===== config.mk =====
export PLATFORM = sky130hd
export DESIGN_NAME = quality_tail_trimmer_top_flat
export DESIGN_NICKNAME = d
export VERILOG_FILES = /design/src/rtl/core/qtt_pkg.sv /design/src/rtl/core/qtt_if.sv /design/src/rtl/core/qtt_accum.sv /design/src/rtl/core/qtt_len.sv /design/src/rtl/core/quality_tail_trimmer_top.sv /design/src/flat_wrapper.sv
export SDC_FILE = /design/constraint.sdc
export NUM_CORES = 1
export LEC_CHECK = 0
export BUFFER_PORTS_ARGS = -buffer_cell sky130_fd_sc_hd__buf_2
export CAP_MARGIN = 20
export CORE_ASPECT_RATIO = 0.8
export CORE_MARGIN = 2
export CORE_UTILIZATION = 62
export CTS_CLUSTER_SIZE = 28
export DETAILED_ROUTE_END_ITERATION = 8
export GPL_ROUTABILITY_DRIVEN = 0
export PLACE_DENSITY = 0.8
export SKIP_CTS_REPAIR_TIMING = 1
export SLEW_MARGIN = 20
export SYNTH_ARGS = -nofsm -noshare
export SYNTH_HDL_FRONTEND = slang
export SYNTH_HIERARCHICAL = 1
export SYNTH_SLANG_ARGS = --single-unit

===== constraint.sdc =====
create_clock -name clk -period 10.1 [get_ports clk]
set_input_delay 0.505 -clock clk [delete_from_list [all_inputs] [get_ports clk]]
set_output_delay 0.505 -clock clk [all_outputs]
set_load 0.02 [all_outputs]

===== src/rtl/core/qtt_pkg.sv =====
`timescale 1ns / 1ps
// ----------------------------------------------------------------------------
// qtt_pkg
// Shared widths, defaults, register indexes and types of the quality tail
// trimmer.
// ----------------------------------------------------------------------------
package qtt_pkg;

	localparam int QCHAR_W  = 8;
	localparam int THR_W    = 7;
	localparam int LEN_W    = 11;
	localparam int CFG_W    = 7;
	localparam int CFG_IDX_W = 1;

	localparam int MAX_LEN_DEFAULT  = 1024;
	localparam int MIN_KEEP_DEFAULT = 36;

	localparam logic signed [QCHAR_W:0] OFFSET_SANGER = 9'sd64;
	localparam logic signed [QCHAR_W:0] OFFSET_STD    = 9'sd33;
	localparam logic [QCHAR_W-1:0]      SANGER_SHIFT  = 8'd31;

	localparam logic [CFG_IDX_W-1:0] CFG_TRIM_THRESHOLD = 1'b0;
	localparam logic [CFG_IDX_W-1:0] CFG_SANGER_MODE    = 1'b1;

	typedef struct packed {
		logic [THR_W-1:0] trim_threshold;
		logic             sanger_mode;
	} cfg_t;

endpackage


===== src/rtl/core/qtt_if.sv =====
`timescale 1ns / 1ps
// ----------------------------------------------------------------------------
// qtt_if
// Valid/ready channels of the quality tail trimmer: character input and
// converted character with trim result output.
// ----------------------------------------------------------------------------
interface qtt_in_if;
	logic                         valid;
	logic                         ready;
	logic [qtt_pkg::QCHAR_W-1:0]  quality_char;
	logic                         last;

	modport source (output valid, output quality_char, output last, input ready);
	modport sink (input valid, input quality_char, input last, output ready);
endinterface

interface qtt_out_if;
	logic                         valid;
	logic                         ready;
	logic [qtt_pkg::QCHAR_W-1:0]  quality_out;
	logic                         trim_valid;
	logic [qtt_pkg::LEN_W-1:0]    trim_length;

	modport source (output valid, output quality_out, output trim_valid,
		output trim_length, input ready);
	modport sink (input valid, input quality_out, input trim_valid,
		input trim_length, output ready);
endinterface


===== src/rtl/core/qtt_accum.sv =====
`timescale 1ns / 1ps
// ----------------------------------------------------------------------------
// qtt_accum
// Per-read running sum of threshold minus quality and first-minimum tracker,
// one character per step, with the stage-two result register.
// ----------------------------------------------------------------------------
module qtt_accum #(
	parameter int MAX_LEN = qtt_pkg::MAX_LEN_DEFAULT
) (
	input  logic                                      clk,
	input  logic                                      arst_n,
	input  logic                                      step,
	input  qtt_pkg::cfg_t                             cfg,
	input  logic [qtt_pkg::QCHAR_W-1:0]               quality_char_s1,
	input  logic                                      last_s1,
	output logic [qtt_pkg::QCHAR_W-1:0]               quality_out_s2,
	output logic                                      last_s2,
	output logic                                      keep_all_s2,
	output logic signed [$clog2(MAX_LEN)+qtt_pkg::QCHAR_W:0] prefix_s2,
	output logic signed [$clog2(MAX_LEN)+qtt_pkg::QCHAR_W:0] min_prefix_s2,
	output logic [$clog2(MAX_LEN+1)-1:0]              min_pos_s2,
	output logic [$clog2(MAX_LEN+1)-1:0]              pos_s2
);
	import qtt_pkg::*;

	localparam int SUM_W = $clog2(MAX_LEN) + QCHAR_W + 1;
	localparam int POS_W = $clog2(MAX_LEN + 1);

	logic signed [SUM_W-1:0]  prefix_q, min_prefix_q;
	logic [POS_W-1:0]         min_pos_q, pos_q;

	logic signed [QCHAR_W:0]  q, thr, diff;
	logic                     counting, take, keep_all;
	logic [QCHAR_W-1:0]       qout;
	logic signed [SUM_W-1:0]  prefix_n, min_prefix_n;
	logic [POS_W-1:0]         min_pos_n, pos_n;

	always_comb begin
		q        = signed'({1'b0, quality_char_s1})
			- (cfg.sanger_mode ? OFFSET_SANGER : OFFSET_STD);
		thr      = signed'({2'b00, cfg.trim_threshold});
		diff     = thr - q;
		keep_all = (cfg.trim_threshold == '0) || (q >= thr);
		qout     = cfg.sanger_mode ? quality_char_s1 - SANGER_SHIFT : quality_char_s1;
		counting = pos_q < POS_W'(MAX_LEN);
		take     = counting && (pos_q != '0)
			&& ((min_pos_q == '0) || (prefix_q < min_prefix_q));
		min_prefix_n = take ? prefix_q : min_prefix_q;
		min_pos_n    = take ? pos_q : min_pos_q;
		prefix_n     = counting ? prefix_q + SUM_W'(diff) : prefix_q;
		pos_n        = counting ? pos_q + 1'b1 : pos_q;
	end

	// per-read state, cleared after the last character
	always_ff @(posedge clk or negedge arst_n) begin
		if (!arst_n) begin
			prefix_q     <= '0;
			min_prefix_q <= '0;
			min_pos_q    <= '0;
			pos_q        <= '0;
		end else if (step) begin
			if (last_s1) begin
				prefix_q     <= '0;
				min_prefix_q <= '0;
				min_pos_q    <= '0;
				pos_q        <= '0;
			end else begin
				prefix_q     <= prefix_n;
				min_prefix_q <= min_prefix_n;
				min_pos_q    <= min_pos_n;
				pos_q        <= pos_n;
			end
		end
	end

	always_ff @(posedge clk) begin
		if (step) begin
			quality_out_s2 <= qout;
			last_s2        <= last_s1;
			keep_all_s2    <= keep_all;
			prefix_s2      <= prefix_n;
			min_prefix_s2  <= min_prefix_n;
			min_pos_s2     <= min_pos_n;
			pos_s2         <= pos_n;
		end
	end

endmodule


===== src/rtl/core/qtt_len.sv =====
`timescale 1ns / 1ps
// ----------------------------------------------------------------------------
// qtt_len
// Kept-length decision for the last character of a read and the output
// result register.
// ----------------------------------------------------------------------------
module qtt_len #(
	parameter int MAX_LEN  = qtt_pkg::MAX_LEN_DEFAULT,
	parameter int MIN_KEEP = qtt_pkg::MIN_KEEP_DEFAULT
) (
	input  logic                                      clk,
	input  logic                                      step,
	input  logic [qtt_pkg::QCHAR_W-1:0]               quality_out_s2,
	input  logic                                      last_s2,
	input  logic                                      keep_all_s2,
	input  logic signed [$clog2(MAX_LEN)+qtt_pkg::QCHAR_W:0] prefix_s2,
	input  logic signed [$clog2(MAX_LEN)+qtt_pkg::QCHAR_W:0] min_prefix_s2,
	input  logic [$clog2(MAX_LEN+1)-1:0]              min_pos_s2,
	input  logic [$clog2(MAX_LEN+1)-1:0]              pos_s2,
	output logic [qtt_pkg::QCHAR_W-1:0]               quality_out_s3,
	output logic                                      trim_valid_s3,
	output logic [qtt_pkg::LEN_W-1:0]                 trim_length_s3
);
	import qtt_pkg::*;

	localparam int POS_W  = $clog2(MAX_LEN + 1);
	localparam int KEEP_W = (MIN_KEEP > 0) ? $clog2(MIN_KEEP + 1) : 1;
	localparam int CUT_W  = (KEEP_W > POS_W) ? KEEP_W : POS_W;

	logic [CUT_W-1:0] cut_raw, cut_floor, cut_clamp;
	logic [POS_W-1:0] len;

	always_comb begin
		cut_raw   = ((min_pos_s2 != '0) && (prefix_s2 > min_prefix_s2))
			? CUT_W'(min_pos_s2) : '0;
		cut_floor = (cut_raw < CUT_W'(MIN_KEEP)) ? CUT_W'(MIN_KEEP) : cut_raw;
		cut_clamp = (cut_floor > CUT_W'(pos_s2)) ? CUT_W'(pos_s2) : cut_floor;
		len       = keep_all_s2 ? pos_s2 : POS_W'(cut_clamp);
	end

	always_ff @(posedge clk) begin
		if (step) begin
			quality_out_s3 <= quality_out_s2;
			trim_valid_s3  <= last_s2;
			trim_length_s3 <= last_s2 ? LEN_W'(len) : '0;
		end
	end

endmodule


===== src/rtl/core/quality_tail_trimmer_top.sv =====
`timescale 1ns / 1ps
// ----------------------------------------------------------------------------
// quality_tail_trimmer_top
// 3-prime quality trimming of a read streamed one quality character at a
// time; config registers, input register and three-stage valid pipeline.
// ----------------------------------------------------------------------------
// pipeline: three register stages, the input register, the accumulator result
// register and the output result register
// throughput: one request per cycle while the output is not stalled, set by
// the combinational sum and minimum update in the accumulator stage
// a stalled result backs up the stages; input is held off once all three are full
// reset: asynchronous, clears config, pipeline valids and per-read state
module quality_tail_trimmer_top #(
	parameter int MAX_LEN  = qtt_pkg::MAX_LEN_DEFAULT,
	parameter int MIN_KEEP = qtt_pkg::MIN_KEEP_DEFAULT
) (
	input  logic                           clk,
	input  logic                           arst_n,
	input  logic                           cfg_we,
	input  logic [qtt_pkg::CFG_IDX_W-1:0]  cfg_index,
	input  logic [qtt_pkg::CFG_W-1:0]      cfg_data,
	qtt_in_if.sink                         in_ch,
	qtt_out_if.source                      out_ch
);
	import qtt_pkg::*;

	localparam int SUM_W = $clog2(MAX_LEN) + QCHAR_W + 1;
	localparam int POS_W = $clog2(MAX_LEN + 1);

	cfg_t                    cfg_q;
	logic                    v_s1, v_s2, v_s3;
	logic                    en_s1, en_s2, en_s3;
	logic [QCHAR_W-1:0]      quality_char_s1;
	logic                    last_s1;

	logic [QCHAR_W-1:0]      quality_out_s2;
	logic                    last_s2, keep_all_s2;
	logic signed [SUM_W-1:0] prefix_s2, min_prefix_s2;
	logic [POS_W-1:0]        min_pos_s2, pos_s2;

	always_ff @(posedge clk or negedge arst_n) begin
		if (!arst_n) begin
			cfg_q <= '0;
		end else if (cfg_we) begin
			unique case (cfg_index)
				CFG_TRIM_THRESHOLD: cfg_q.trim_threshold <= cfg_data[THR_W-1:0];
				CFG_SANGER_MODE:    cfg_q.sanger_mode    <= cfg_data[0];
			endcase
		end
	end

	assign en_s3 = !v_s3 || out_ch.ready;
	assign en_s2 = !v_s2 || en_s3;
	assign en_s1 = !v_s1 || en_s2;
	assign in_ch.ready = en_s1;

	always_ff @(posedge clk or negedge arst_n) begin
		if (!arst_n) begin
			v_s1 <= 1'b0;
			v_s2 <= 1'b0;
			v_s3 <= 1'b0;
		end else begin
			if (en_s1) v_s1 <= in_ch.valid;
			if (en_s2) v_s2 <= v_s1;
			if (en_s3) v_s3 <= v_s2;
		end
	end

	always_ff @(posedge clk) begin
		if (en_s1 && in_ch.valid) begin
			quality_char_s1 <= in_ch.quality_char;
			last_s1         <= in_ch.last;
		end
	end

	qtt_accum #(
		.MAX_LEN (MAX_LEN)
	) u_accum (
		.clk             (clk),
		.arst_n          (arst_n),
		.step            (v_s1 && en_s2),
		.cfg             (cfg_q),
		.quality_char_s1 (quality_char_s1),
		.last_s1         (last_s1),
		.quality_out_s2  (quality_out_s2),
		.last_s2         (last_s2),
		.keep_all_s2     (keep_all_s2),
		.prefix_s2       (prefix_s2),
		.min_prefix_s2   (min_prefix_s2),
		.min_pos_s2      (min_pos_s2),
		.pos_s2          (pos_s2)
	);

	qtt_len #(
		.MAX_LEN  (MAX_LEN),
		.MIN_KEEP (MIN_KEEP)
	) u_len (
		.clk            (clk),
		.step           (v_s2 && en_s3),
		.quality_out_s2 (quality_out_s2),
		.last_s2        (last_s2),
		.keep_all_s2    (keep_all_s2),
		.prefix_s2      (prefix_s2),
		.min_prefix_s2  (min_prefix_s2),
		.min_pos_s2     (min_pos_s2),
		.pos_s2         (pos_s2),
		.quality_out_s3 (out_ch.quality_out),
		.trim_valid_s3  (out_ch.trim_valid),
		.trim_length_s3 (out_ch.trim_length)
	);

	assign out_ch.valid = v_s3;

endmodule


===== src/flat_wrapper.sv =====
// flat-port wrapper written by rule: the top's interface ports become plain ports
module quality_tail_trimmer_top_flat import qtt_pkg::*;
#(
	parameter int MAX_LEN  = qtt_pkg::MAX_LEN_DEFAULT,
	parameter int MIN_KEEP = qtt_pkg::MIN_KEEP_DEFAULT
)
  (clk, arst_n, cfg_we, cfg_index, cfg_data, in_ch_valid, in_ch_quality_char, in_ch_last, in_ch_ready, out_ch_valid, out_ch_quality_out, out_ch_trim_valid, out_ch_trim_length, out_ch_ready);
  qtt_in_if in_ch_i ();
  qtt_out_if out_ch_i ();
  input  logic clk;
  input  logic arst_n;
  input  logic cfg_we;
  input  logic [qtt_pkg::CFG_IDX_W-1:0] cfg_index;
  input  logic [qtt_pkg::CFG_W-1:0] cfg_data;
  input wire logic [$bits(in_ch_i.valid)-1:0] in_ch_valid;
  input wire logic [$bits(in_ch_i.quality_char)-1:0] in_ch_quality_char;
  input wire logic [$bits(in_ch_i.last)-1:0] in_ch_last;
  output wire logic [$bits(in_ch_i.ready)-1:0] in_ch_ready;
  output wire logic [$bits(out_ch_i.valid)-1:0] out_ch_valid;
  output wire logic [$bits(out_ch_i.quality_out)-1:0] out_ch_quality_out;
  output wire logic [$bits(out_ch_i.trim_valid)-1:0] out_ch_trim_valid;
  output wire logic [$bits(out_ch_i.trim_length)-1:0] out_ch_trim_length;
  input wire logic [$bits(out_ch_i.ready)-1:0] out_ch_ready;
  assign in_ch_i.valid = in_ch_valid;
  assign in_ch_i.quality_char = in_ch_quality_char;
  assign in_ch_i.last = in_ch_last;
  assign in_ch_ready = in_ch_i.ready;
  assign out_ch_valid = out_ch_i.valid;
  assign out_ch_quality_out = out_ch_i.quality_out;
  assign out_ch_trim_valid = out_ch_i.trim_valid;
  assign out_ch_trim_length = out_ch_i.trim_length;
  assign out_ch_i.ready = out_ch_ready;
  quality_tail_trimmer_top #(.MAX_LEN(MAX_LEN), .MIN_KEEP(MIN_KEEP)) u_core (.clk(clk), .arst_n(arst_n), .cfg_we(cfg_we), .cfg_index(cfg_index), .cfg_data(cfg_data), .in_ch(in_ch_i), .out_ch(out_ch_i));
endmodule

After elaboration in Yosys (flattened, before gate mapping)
Index checks and enable logic that the tools add are counted.
W data, S select, Z words.
- register bits: 170
- input port bits: 22
- output and inout bits: 22
- $add $sub $neg: 5
- $lt $le $gt $ge: 6
- mux-type cells: 14
- bitwise logic cells: 1
- reductions and logical operators: 20
- operator list (operator ; count):
    $mux W11 ; 8
    $mux W19 ; 4
    $reduce_bool A11 Y1 ; 2
    $add A19 B9 Y19 ; 1
    $gt A19 B19 Y1 ; 1
    $lt A19 B19 Y1 ; 1
    $add A11 B1 Y11 const B ; 1
    $gt A11 B11 Y1 ; 1
    $logic_not A11 Y1 ; 1
    $lt A11 B11 Y1 const B ; 1
    $lt A11 B6 Y1 const B ; 1
    $ge A9 B8 Y1 ; 1
    $sub A8 B9 Y9 ; 1
    $sub A9 B9 Y9 ; 1
    $mux W8 ; 1
    $sub A8 B5 Y8 const B ; 1
    $logic_not A7 Y1 ; 1
    $mux W7 ; 1
    $logic_and A1 B1 Y1 ; 6
    $logic_or A1 B1 Y1 ; 5
    $reduce_and A2 Y1 ; 2
    $logic_not A1 Y1 ; 3
    $not A1 Y1 ; 1

Longest topological paths before layout
- depth after elaboration: 8
- mapped depth: 22

Hierarchy
Netlist, hierarchy kept.
- by module, submodules not included (module ; instances ; cells each ; area an instance (µm²) ; sequential area each (µm²)):
    qtt_accum ; 1 ; 675 ; 7402.1 ; 3603.5
    qtt_len ; 1 ; 177 ; 1764.2 ; 600.6
    quality_tail_trimmer_top ; 1 ; 40 ; 752.0 ; 545.5

Least setup slack after synthesis
OpenSTA, ideal clock, no wires.
- kind: reg2reg
- start: reg u_core.v_s3 (netlist: u_core/out_ch.valid)
- end: reg u_core.u_accum.pos_q[2]
- arrival: 7.111 ns
- setup slack: 2.923 ns
- stages on the path, launching flop included: 8
- clock period less this slack: 7.177 ns
- cells stage by stage: dfrtp_1 nor2b_1 a21boi_0 clkbuf_1 clkinv_1 nor2_1 clkbuf_1 a22o_1
- word-level cells in the longest chain between the ends: 4
- RTL lines (what ; RTL line ; RTL):
    start, declared ; quality_tail_trimmer_top.sv:31 ; logic v_s1, v_s2, v_s3;
    start signal, assigned ; quality_tail_trimmer_top.sv:65 ; if (en_s3) v_s3 <= v_s2;
    $logic_not A1 Y1 ; quality_tail_trimmer_top.sv:52 ; assign en_s3 = !v_s3 || out_ch.ready;
    $logic_or A1 B1 Y1 ; quality_tail_trimmer_top.sv:52 ;
    $logic_or A1 B1 Y1 ; quality_tail_trimmer_top.sv:53 ; assign en_s2 = !v_s2 || en_s3;
    $logic_and A1 B1 Y1 ; quality_tail_trimmer_top.sv:81 ; .step (v_s1 && en_s2),
    end signal, assigned ; qtt_accum.sv:71 ; pos_q <= pos_n;
    end, declared ; qtt_accum.sv:30 ; logic [POS_W-1:0] min_pos_q, pos_q;
No other way between the ends.
A chain may end at the register's enable or synchronous reset.

Final worst setup path
- start: reg u_core/cfg_q[0] (netlist name)
- end: reg u_core/u_accum/prefix_s2[17] (netlist name), data pin
- word-level cells in the longest chain between the ends: 5
- RTL lines (what ; RTL line ; RTL):
    start, declared ; quality_tail_trimmer_top.sv:30 ; cfg_t cfg_q;
    $mux W7 ; qtt_accum.sv:40 ; - (cfg.sanger_mode ? OFFSET_SANGER : OFFSET_STD);
    $sub A9 B9 Y9 ; qtt_accum.sv:40 ;
    $sub A8 B9 Y9 ; qtt_accum.sv:42 ; diff = thr - q;
    $add A19 B9 Y19 ; qtt_accum.sv:50 ; prefix_n = counting ? prefix_q + SUM_W'(diff) : prefix_q;
    $mux W19 ; qtt_accum.sv:50 ;
    net u_core.u_accum.prefix_n[17] ; qtt_accum.sv:35 ; logic signed [SUM_W-1:0] prefix_n, min_prefix_n;
    end signal, assigned ; qtt_accum.sv:81 ; prefix_s2 <= prefix_n;
    end, declared ; qtt_accum.sv:19 ; output logic signed [$clog2(MAX_LEN)+qtt_pkg::QCHAR_W:0] prefix_s2,
The timed path passes the listed nets, and every way through them passes these cells.

==> flow_summary_export.csv <==
group,metric,value,unit
drt,drt_iter0_drc,646,
final_layout,diodes,0,
die,die_h,117,um
status,status,"completed",
grt,grt_pass1_wl,35600,um
die,core,15700,um^2
timing,maxSlewViolCount,0,
final_layout,layout-drive-gt1-share,0.120,
yosys,seq_area_frac_synth,0.479,
critical_path,path_buf_inv,1,
critical_path,critPathTopFamily,"compound AO/OA/AOI/OAI gates",
grt,grtUsageMet3,0.0659,
critical_path,r2r-end,"u_core/u_accum/prefix_s2[17]",
die,die_area,17000,um^2
timing,hold_violations,0,
worst_hold_path,holdCritPathClass,"in -> async",
critical_path,crit_path_max_fanout,14,
yosys,syn_area,9920,um^2
final_layout,area_growth_syn_to_layout,9.30,%
die,fp.dieW,145,um
clocking,cts_root_buffer,"clkbuf_16",
grt,grt_use_total,0.268,
timing,fin_crit,5110,ps
grt,grt.busiest_layer,"met2",
place,dp.cells,1116,
final_layout,final_nets,1027,
yosys,yosys_warnings,6,
critical_path,cpMostUsedCell,"o21a_1",
grt,overflow,0,
timing,tns,0,ps
critical_path,path_class,"reg -> reg",
timing,worst_clock_skew,10.7,ps
clocking,cts.reportedPaths.clkPinSlew,70,ps
critical_path,critPathMaxStageDelay,550,ps
clocking,clk_path_buf_depth,2,
yosys,syn-num-nets,999,
power_and_ir_drop,leakagePower,0.00465,uW
run,drv_cap,0,
drt,routed_via_density,6.19,
critical_path,cp.arrival,5280,ps
grt,antenna_found_initial,0,
grt,grt_max_degree,72,
yosys,synth_edf_count,99,
yosys,netlist_top_cells_count,"edfxtp_1 (99), ha_1 (83), nand2_1 (74)",
drt,ant_nets,0,
yosys,synth_area_per_cell,11.1,um^2
place,io_buffers,43,
yosys,ys_ff_latch,170,
final_layout,fill_cells,1165,
die,ios,44,
critical_path,startpoint_type,"register",
clocking,clk_latency,440,ps
yosys,synthTopCellsByArea,"edfxtp_1 (30%), dfrtp_1 (18%), ha_1 (10%)",
critical_path,cp.depth,18,
clocking,numCtsBuffers,17,
drt,first_pass_iters,5,
timing,worst_slew_pin_slew,1000,ps
drt,vias,7109,
clocking,clock-sinks,170,
timing,setup_viol_count_final,0,
critical_path,critical_path.cell_chain,"inv_1 -> ha_1 -> ha_1 -> fa_1 -> a211oi_1 -> o21bai_1 -> and3_1 -> o221ai_1 -> nand3_1 -> ha_1 -> o21a_1 -> o21a_1 -> o21a_1 -> o21a_1 -> o22ai_1 -> o21ai_0 -> xnor2_1 -> o21ai_0",
die,rows,41,
drt,drc,0,
clocking,h-tree-depth,4,
power_and_ir_drop,ir_drop,200,uV
critical_path,crit_required,10270,ps
critical_path,r2r_start,"u_core/cfg_q[0]",
timing,timing.final.crit_share,0.506,
yosys,synth_top_area_frac,0.300,
yosys,yosysMostFrequentCell,"edfxtp_1",
yosys,yosys.area.top_type,"edfxtp_1",
timing,fmax,196,MHz
yosys,async_flop_share,0.418,
power_and_ir_drop,p_total,3780,uW
yosys,synthCells,892,
drt,routedWlPerCell,19.1,um
grt,use_met1,0.368,
timing,maxSlewHeadroom,0.333,
critical_path,critPathCaptureType,"register",
drt,wl,21900,um
critical_path,cp-endpoint,"u_core/u_accum/prefix_s2[17]",
critical_path,slowest_stage,"ha_1",
critical_path,cp-startpoint,"u_core/cfg_q[0]",
clocking,cts_tree,"built",
final_layout,layout.cells.non_filler,1148,
yosys,synth_cell_types,70,
timing,rsz0062_at_grt,"false",
grt,grt_pass1_vias,6906,
critical_path,r2r_cells,18,
power_and_ir_drop,pwr_density_cell,349,nW/um^2
place,dp_hpwl,14900,um
grt,use_met2,0.425,
critical_path,r2r_setup_slack,4990,ps
yosys,ys.flop_type,"edfxtp_1",
die,start_util,0.632,
## registers in the layout, summed over array words and instances, names as in the netlist
signal	count
u_core/u_accum/keep_all_s2	1
u_core/u_accum/min_pos_s2	11
u_core/u_accum/last_s2	1
u_core/u_accum/quality_out_s2	8
u_core/u_len/trim_valid_s3	1
u_core/u_accum/min_pos_q	11
u_core/u_accum/prefix_s2	19
u_core/v_s2	1
u_core/out_ch.valid	1
u_core/u_len/quality_out_s3	8
u_core/u_accum/min_prefix_s2	19
u_core/u_accum/min_prefix_q	19
u_core/u_len/trim_length_s3	11
u_core/u_accum/pos_q	11
u_core/last_s1	1
u_core/cfg_q	8
u_core/u_accum/prefix_q	19
u_core/v_s1	1
u_core/quality_char_s1	8
u_core/u_accum/pos_s2	11
## where the power goes
group | switching, uW | total [uW] | internal, uW | leakage [uW]
combinational | 1150 | 1940 | 790 | 0.00247
clock | 277 | 641 | 365 | 0.000271
sequential | 172 | 1200 | 1030 | 0.00191
total | 1600 | 3780 | 2180 | 0.00465
## per-stage QoR
step	cell area (um^2)	utilization	setup slack, ps	hold slack [ps]
finish	10800	0.691	4990	194
floorplan	9920	-	2920	209
detailed placement	10300	0.654	5100	407
global route	10800	0.691	4590	217
global placement	10300	0.654	5150	403
CTS	10800	0.691	5030	225
## worst register-to-register path: stages (launching register included)
cell and delay [ps]:
dfrtp_1 500, inv_1 110, ha_1 220, ha_1 330, fa_1 460, a211oi_1 260, o21bai_1 120, and3_1 200
o221ai_1 170, nand3_1 500, ha_1 550, o21a_1 200, o21a_1 180, o21a_1 170, o21a_1 170, o22ai_1 270
o21ai_0 170, xnor2_1 180, o21ai_0 90
## cell usage in the layout (no fill, tap or decap), types with 9 or more instances in the layout
master / n
a21o_1: 22
nand3_1: 29
a21oi_1: 40
mux2_1: 21
o2bb2ai_1: 13
o21a_1: 10
xnor2_1: 25
xor2_1: 18
nand2_1: 74
nand4b_1: 11
o21ai_0: 41
and3_1: 13
nor2_1: 22
dfrtp_1: 71
edfxtp_1: 99
clkbuf_16: 17
o311ai_1: 12
inv_1: 68
nor3_1: 9
ha_1: 83
buf_2: 42
a22o_1: 28
nand4_1: 17
buf_4: 9
## layer usage
layer	vias to the layer above	routed length, um	share of wire
met1	3451	9970	0.45
met4	0	363	0.017
li1	3366	-	-
met5	-	0	0
met2	260	10200	0.46
met3	32	1410	0.064
## logic make-up after synthesis
group	after synthesis	synth area share
mux	40	0.0474
flops	170	0.479
fa+ha+maj	85	0.109
compound gates	217	0.155
simple gates	224	0.120
xor+xnor	45	0.0413
buf+inv	111	0.0483
## worst min path at each step
stage	from	endpoint	slack, ps	cells past startpoint
2_1_floorplan	arst_n	u_core/cfg_q[0]	210	0
3_3_place_gp	u_core/u_accum/quality_out_s2[5]	u_core/u_len/quality_out_s3[5]	400	0
3_5_place_dp	u_core/u_accum/quality_out_s2[5]	u_core/u_len/quality_out_s3[5]	410	0
4_1_cts	in_ch_quality_char[5]	u_core/quality_char_s1[5]	220	1
5_1_grt	in_ch_quality_char[7]	u_core/quality_char_s1[7]	220	1
6_report	arst_n	u_core/u_accum/prefix_q[7]	190	1
## final cells by class
cell class	count	area, um^2	share of cell area
tap	215	269	0.0248
sequential	170	4750	0.438
multi-input combinational	611	4710	0.434
clock inverter	14	148	0.0136
clock buffer	18	429	0.0396
inverter	69	259	0.0239
timing repair buffer	51	278	0.0256
Note: power is estimated with default switching activity, not from simulation.
